### config.mk
export PLATFORM = sky130hd
export DESIGN_NAME = modular_exponentiation
export DESIGN_NICKNAME = d
export VERILOG_FILES = /design/src/hw/rtl/me_pkg.sv /design/src/hw/rtl/me_mulmod.sv /design/src/hw/rtl/modular_exponentiation.sv
export SDC_FILE = /design/constraint.sdc
export NUM_CORES = 1
export LEC_CHECK = 0
export BUFFER_PORTS_ARGS = -buffer_cell sky130_fd_sc_hd__buf_4
export CORE_ASPECT_RATIO = 0.6
export CORE_MARGIN = 2
export CORE_UTILIZATION = 40
export CTS_BUF_LIST = sky130_fd_sc_hd__clkbuf_4
export CTS_CLUSTER_SIZE = 20
export DETAILED_ROUTE_END_ITERATION = 16
export HOLD_SLACK_MARGIN = 0.15
export PLACE_DENSITY = 0.54
export SLEW_MARGIN = 20
export SYNTH_ARGS = -nofsm -noshare
export SYNTH_HDL_FRONTEND = slang
export SYNTH_SLANG_ARGS = --single-unit
### constraint.sdc
create_clock -name clk_i -period 9.53 [get_ports clk_i]
set_input_delay 1.4295 -clock clk_i [delete_from_list [all_inputs] [get_ports clk_i]]
set_output_delay 1.4295 -clock clk_i [all_outputs]
set_load 0.005 [all_outputs]
### src/hw/rtl/me_pkg.sv
// Shared constants for the modular exponentiation block.
// Used by me_mulmod and modular_exponentiation; no dependencies.
`default_nettype none

package me_pkg;

  localparam int unsigned VAL_W     = 31;
  localparam int unsigned BASE_W    = 32;
  localparam int unsigned EXP_IN_W  = 32;
  localparam int unsigned EXP_WIDTH = 32;
  localparam int unsigned MUL_STEPS = BASE_W;
  localparam int unsigned CNT_W     = $clog2(MUL_STEPS + 1);

  localparam logic [VAL_W-1:0] MODULUS_RESET = VAL_W'(1000000007);
  localparam logic [VAL_W-1:0] VAL_ONE       = VAL_W'(1);
  localparam logic [VAL_W-1:0] VAL_TWO       = VAL_W'(2);

  localparam logic OP_POWER   = 1'b0;
  localparam logic OP_INVERSE = 1'b1;

endpackage

`default_nettype wire

### src/hw/rtl/me_mulmod.sv
// Bit-serial interleaved modular multiplier: r = a * b mod m, one bit of b per cycle.
// Requires a < m and m >= 2; depends on me_pkg.
`default_nettype none

module me_mulmod import me_pkg::*; (
  input  wire logic              clk_i,
  input  wire logic              rst_ni,
  input  wire logic              start_i,
  input  wire logic [VAL_W-1:0]  a_i,
  input  wire logic [BASE_W-1:0] b_i,
  input  wire logic [VAL_W-1:0]  m_i,
  output logic                   done_o,
  output logic [VAL_W-1:0]       r_o
);

  logic              busy_q;
  logic              done_q;
  logic [CNT_W-1:0]  cnt_q;
  logic [VAL_W-1:0]  a_q;
  logic [BASE_W-1:0] b_q;
  logic [VAL_W-1:0]  r_q, r_d;

  logic [VAL_W+1:0]  t, m1, m2;

  always_comb begin
    t  = {1'b0, r_q, 1'b0} + {2'b00, (b_q[BASE_W-1] ? a_q : '0)};
    m1 = {2'b00, m_i};
    m2 = {1'b0, m_i, 1'b0};
    if (t >= m2) begin
      r_d = VAL_W'(t - m2);
    end else if (t >= m1) begin
      r_d = VAL_W'(t - m1);
    end else begin
      r_d = VAL_W'(t);
    end
  end

  always_ff @(posedge clk_i or negedge rst_ni) begin
    if (!rst_ni) begin
      busy_q <= 1'b0;
      done_q <= 1'b0;
      cnt_q  <= '0;
    end else begin
      done_q <= 1'b0;
      if (start_i) begin
        busy_q <= 1'b1;
        cnt_q  <= CNT_W'(MUL_STEPS);
      end else if (busy_q) begin
        cnt_q <= cnt_q - CNT_W'(1);
        if (cnt_q == CNT_W'(1)) begin
          busy_q <= 1'b0;
          done_q <= 1'b1;
        end
      end
    end
  end

  always_ff @(posedge clk_i) begin
    if (start_i) begin
      a_q <= a_i;
      b_q <= b_i;
      r_q <= '0;
    end else if (busy_q) begin
      b_q <= {b_q[BASE_W-2:0], 1'b0};
      r_q <= r_d;
    end
  end

  assign done_o = done_q;
  assign r_o    = r_q;

endmodule

`default_nettype wire

### src/hw/rtl/modular_exponentiation.sv
// Modular exponentiation, right-to-left square and multiply over one shared multiplier.
// Depends on me_pkg and me_mulmod.
//
//   channel  | signals                                   | handshake
//   ---------+-------------------------------------------+-------------------------
//   input    | operation_i, base_i, exponent_i           | start && !busy
//   result   | value_o                                   | valid_o, one cycle
//   config   | modulus_i                                 | modulus_we_i
//
// me_mulmod forms each modular product bit-serially, one bit of the multiplier per cycle.
// An item first reduces the base with a product by one, then for each exponent bit
// multiplies the result by the square if the bit is set and squares; the sequence stops
// once the remaining exponent is zero. Modulus below two strobes 0 in the cycle right
// after the accepting edge. Reset loads the modulus 1000000007.
// The result strobe cannot be stalled; a new item may start in the strobe cycle.
`default_nettype none

module modular_exponentiation import me_pkg::*; (
  input  wire logic                clk_i,
  input  wire logic                rst_ni,
  input  wire logic                start,
  output logic                     busy,
  input  wire logic                operation_i,
  input  wire logic [BASE_W-1:0]   base_i,
  input  wire logic [EXP_IN_W-1:0] exponent_i,
  input  wire logic                modulus_we_i,
  input  wire logic [VAL_W-1:0]    modulus_i,
  output logic                     valid_o,
  output logic [VAL_W-1:0]         value_o
);

  localparam logic [2:0] S_IDLE = 3'd0;
  localparam logic [2:0] S_RED  = 3'd1;
  localparam logic [2:0] S_NEXT = 3'd2;
  localparam logic [2:0] S_MUL  = 3'd3;
  localparam logic [2:0] S_SQ   = 3'd4;

  logic [2:0]           state_q;
  logic [VAL_W-1:0]     mod_q;
  logic                 valid_q;
  logic [VAL_W-1:0]     value_q;
  logic [EXP_WIDTH-1:0] e_q;
  logic [VAL_W-1:0]     acc_q;
  logic [VAL_W-1:0]     sq_q;
  logic                 mul_start_q;
  logic [VAL_W-1:0]     opa_q;
  logic [BASE_W-1:0]    opb_q;
  logic                 mul_done;
  logic [VAL_W-1:0]     mul_r;

  me_mulmod u_mulmod (
    .clk_i   (clk_i),
    .rst_ni  (rst_ni),
    .start_i (mul_start_q),
    .a_i     (opa_q),
    .b_i     (opb_q),
    .m_i     (mod_q),
    .done_o  (mul_done),
    .r_o     (mul_r)
  );

  always_ff @(posedge clk_i or negedge rst_ni) begin
    if (!rst_ni) begin
      state_q     <= S_IDLE;
      mod_q       <= MODULUS_RESET;
      valid_q     <= 1'b0;
      mul_start_q <= 1'b0;
    end else begin
      valid_q     <= 1'b0;
      mul_start_q <= 1'b0;
      if (modulus_we_i) begin
        mod_q <= modulus_i;
      end
      case (state_q)
        S_IDLE: begin
          if (start) begin
            if (mod_q < VAL_TWO) begin
              valid_q <= 1'b1;
            end else begin
              mul_start_q <= 1'b1;
              state_q     <= S_RED;
            end
          end
        end
        S_RED: begin
          if (mul_done) begin
            state_q <= S_NEXT;
          end
        end
        S_NEXT: begin
          if (e_q == '0) begin
            valid_q <= 1'b1;
            state_q <= S_IDLE;
          end else if (e_q[0]) begin
            mul_start_q <= 1'b1;
            state_q     <= S_MUL;
          end else begin
            mul_start_q <= 1'b1;
            state_q     <= S_SQ;
          end
        end
        S_MUL: begin
          if (mul_done) begin
            mul_start_q <= 1'b1;
            state_q     <= S_SQ;
          end
        end
        S_SQ: begin
          if (mul_done) begin
            state_q <= S_NEXT;
          end
        end
        default: begin
          state_q <= S_IDLE;
        end
      endcase
    end
  end

  always_ff @(posedge clk_i) begin
    case (state_q)
      S_IDLE: begin
        if (start) begin
          value_q <= '0;
          acc_q   <= VAL_ONE;
          opa_q   <= VAL_ONE;
          opb_q   <= base_i;
          if (operation_i == OP_INVERSE) begin
            e_q <= EXP_WIDTH'(mod_q - VAL_TWO);
          end else begin
            e_q <= EXP_WIDTH'(exponent_i);
          end
        end
      end
      S_RED: begin
        if (mul_done) begin
          sq_q <= mul_r;
        end
      end
      S_NEXT: begin
        value_q <= acc_q;
        if (e_q[0]) begin
          opa_q <= acc_q;
        end else begin
          opa_q <= sq_q;
        end
        opb_q <= BASE_W'(sq_q);
      end
      S_MUL: begin
        if (mul_done) begin
          acc_q <= mul_r;
          opa_q <= sq_q;
          opb_q <= BASE_W'(sq_q);
        end
      end
      S_SQ: begin
        if (mul_done) begin
          sq_q <= mul_r;
          e_q  <= e_q >> 1;
        end
      end
      default: begin
        value_q <= '0;
      end
    endcase
  end

  assign busy    = (state_q != S_IDLE);
  assign valid_o = valid_q;
  assign value_o = value_q;

endmodule

`default_nettype wire
==> metrics.txt <==
status=finished clean; largest cells by area after synthesis=edfxtp_1 41%, ha_1 6.4%, mux2_2 4.3%; top_reg_cell synth=edfxtp_1; global route overflow=0; first-pass GRT wire length=80700 um; vias in the first global route=13.8k; Clock transition at path regs=80 ps; Clock Path Buffers=3; ys async rst share=0.135; Starting Density=0.403; TNS Setup=0 ps; leading area contributor after synthesis=edfxtp_1; sequential element share of the synthesized area=0.500; Synth cell types=77; Post-CTS Setup Bufs=0; Via density=5.53; synthesized area per cell=10.6 um2; die area=48200 um2; xor and xnor area share after synthesis=0.0519; wire per inst=20.0 um; Initial DRC Count=1365; core area=46000 um2; largest net degree at the start of global routing=65; syn nets=1949; FF+latch count, synth=326; clock root cell=clkbuf_4; DR DRC count=0; Buffers on Ports=132; CTS tree=done; MaxCap Viol Count=0; Synth Instances=1751; RD Place Congestion=0.958; Tcrit/Tclk final=0.662; Max Freq=0.158 GHz; top-count cell post-synth=edfxtp_1; cts repair resizes=0; synthesis warning total=0; # IOs=133; die extent in x=282 um; number of flops mapped to enable cells by yosys=251; Synth Area in Compound Gates=0.160; Rows=61; CP Capture Type=register; Synth Area in Simple Gates=0.144; Max Slew Vio Count=0; layout cells sized above 1=0.202; sinks on the clock net=326; area grow syn2layout=14.8%; critical path type=reg2reg; WP data arrival=6990 ps; post-synth top area share=0.406; post-route ant nets=0; Synth Cell Area=18600 um2; commonest cells in the netlist=251 x edfxtp_1, 160 x nand2_1, 148 x o21ai_0, 102 x a21oi_1, 102 x nor2_1; Clock Latency Late Sink=800 ps; Worst slew margin=0.323; worst slew pin tran=1010 ps; Final Hold Viols=0; die height=171 um; Hold Crit Class=reg2reg; drt pass-1 iters=7; adder-cell share of the synthesized area=0.0673; Clock Skews=69.7 ps; TritonCTS Buffers=83; hpwl dp=37200 um; largest family of logic cells by synthesized area=compound AO/OA/AOI/OAI gates; Worst EP required=10210 ps; Final min period=6310 ps; CP Max Fanout=39; via count=14.4k; CP Launch Type=register; antenna violations before repair=2; H-tree depth=3; final-layout fill cell count=4317; final WL=51900 um; nets=2104; cts hold-fix bufs=0; gr usage total=0.217; RSZ-0062 raised after global routing=false; post-synthesis mux area share=0.0479; Finish-stage setup viols=0
==> layout by cell type (no fill, tap or decap), types with 15 or more instances in the layout <==
master,instances
and2_1,43
a21oi_1,101
xnor2_1,78
mux2_2,71
dfstp_2,16
ha_1,95
inv_1,58
dfrtp_1,26
nand2b_1,17
o21a_1,17
nor4_1,15
nand4_1,16
nand3_1,35
dfxtp_1,31
a211oi_1,27
a21o_1,31
nand2_1,159
clkbuf_4,123
buf_4,152
xor2_1,32
and3_1,67
a22o_1,30
nor3_1,29
a31oi_1,16
o21ai_0,147
edfxtp_1,251
nor2_1,100
==> worst max-delay path: stages (launching register included) <==
cell,delay [ps]
edfxtp_1,360
buf_4,220
and2_1,170
ha_1,340
nand2_1,110
o31ai_1,480
nand3_1,240
a21o_1,270
a211oi_1,560
nand2_1,190
a311oi_1,350
xor2_1,320
ha_1,330
nand3_1,160
nor4_1,70
a31oi_1,220
nand2_1,140
nor4_4,450
buf_4,480
nor2_1,180
mux2_2,300
a211oi_1,250
==> worst paths after layout <==
| kind | startpoint | end | slack, ps | cells after the start |
|---|---|---|---|---|
| setup / recovery | u_mulmod.b_q[31]$_DFFE_PP_ | u_mulmod.r_o[0]$_SDFFE_PP0P_ | 3220 | 21 |
| hold / removal | opa_q[9]$_DFFE_PP_ | u_mulmod.a_q[9]$_DFFE_PP_ | 390 | 0 |
| hold reg to reg | opa_q[9]$_DFFE_PP_ | u_mulmod.a_q[9]$_DFFE_PP_ | 390 | 0 |
| setup reg to reg | u_mulmod.b_q[31]$_DFFE_PP_ | u_mulmod.r_o[0]$_SDFFE_PP0P_ | 3220 | 21 |
| min in group asynchronous | rst_ni | u_mulmod.cnt_q[3]$_DFFE_PN0P_ | 650 | 1 |
| max in group asynchronous | rst_ni | mul_start_q$_DFF_PN0_ | 8340 | 1 |
==> sequential cells by signal (all words and copies together) (netlist names) <==
name and cells:
valid_o 1, state_q 3, e_q 32, u_mulmod.b_q 32, u_mulmod.r_o 31, sq_q 31
value_o 31, acc_q 31, u_mulmod.done_o 1, u_mulmod.cnt_q 6, opb_q 32, opa_q 31
u_mulmod.busy_q 1, u_mulmod.a_q 31, mul_start_q 1, mod_q 31
==> cell type report <==
| cell class | instances | area (um2) | share of cell area |
|---|---|---|---|
| sequential | 326 | 9280 | 0.436 |
| multi-input combinational | 1284 | 8790 | 0.413 |
| timing repair buffer | 153 | 1170 | 0.0549 |
| clock buffer | 123 | 923 | 0.0434 |
| tap | 630 | 788 | 0.0370 |
| inverter | 58 | 218 | 0.0102 |
| clock inverter | 20 | 125 | 0.00587 |
| antenna | 2 | 5.00 | 0.000235 |
==> logic make-up after synthesis <==
logic type | Yosys count
XOR/XNOR | 110
multiplexers | 80
buffers and inverters | 141
flip-flops | 326
adder cells (fa/ha/maj) | 98
AO/OA/AOI/OAI | 465
AND/OR/NAND/NOR | 531
==> per-layer routing <==
layer | part of all wire | global-route usage | vias to the layer above
li1 | - | - | 6899
met1 | 0.50 | 0.327 | 6960
met2 | 0.42 | 0.312 | 406
met3 | 0.065 | 0.0486 | 90
met4 | 0.018 | 0.0597 | 0
met5 | 0 | 0 | -
==> metrics by stage <==
step / std cells / area [um2] / util / hold slack, ps / worst slack, ps
floorplan: 1751 / 18600 / - / 400 / 4410
global placement: 2450 / 20200 / 0.439 / 406 / 3430
detailed placement: 2450 / 20200 / 0.439 / 406 / 3430
CTS: 2593 / 21300 / 0.462 / 392 / 3370
global route: 2596 / 21300 / 0.463 / 398 / 2870
finish: 2596 / 21300 / 0.463 / 387 / 3220
Power is not shown: default switching activity piles up to over one toggle a cycle in this logic, so the estimate is an artifact.
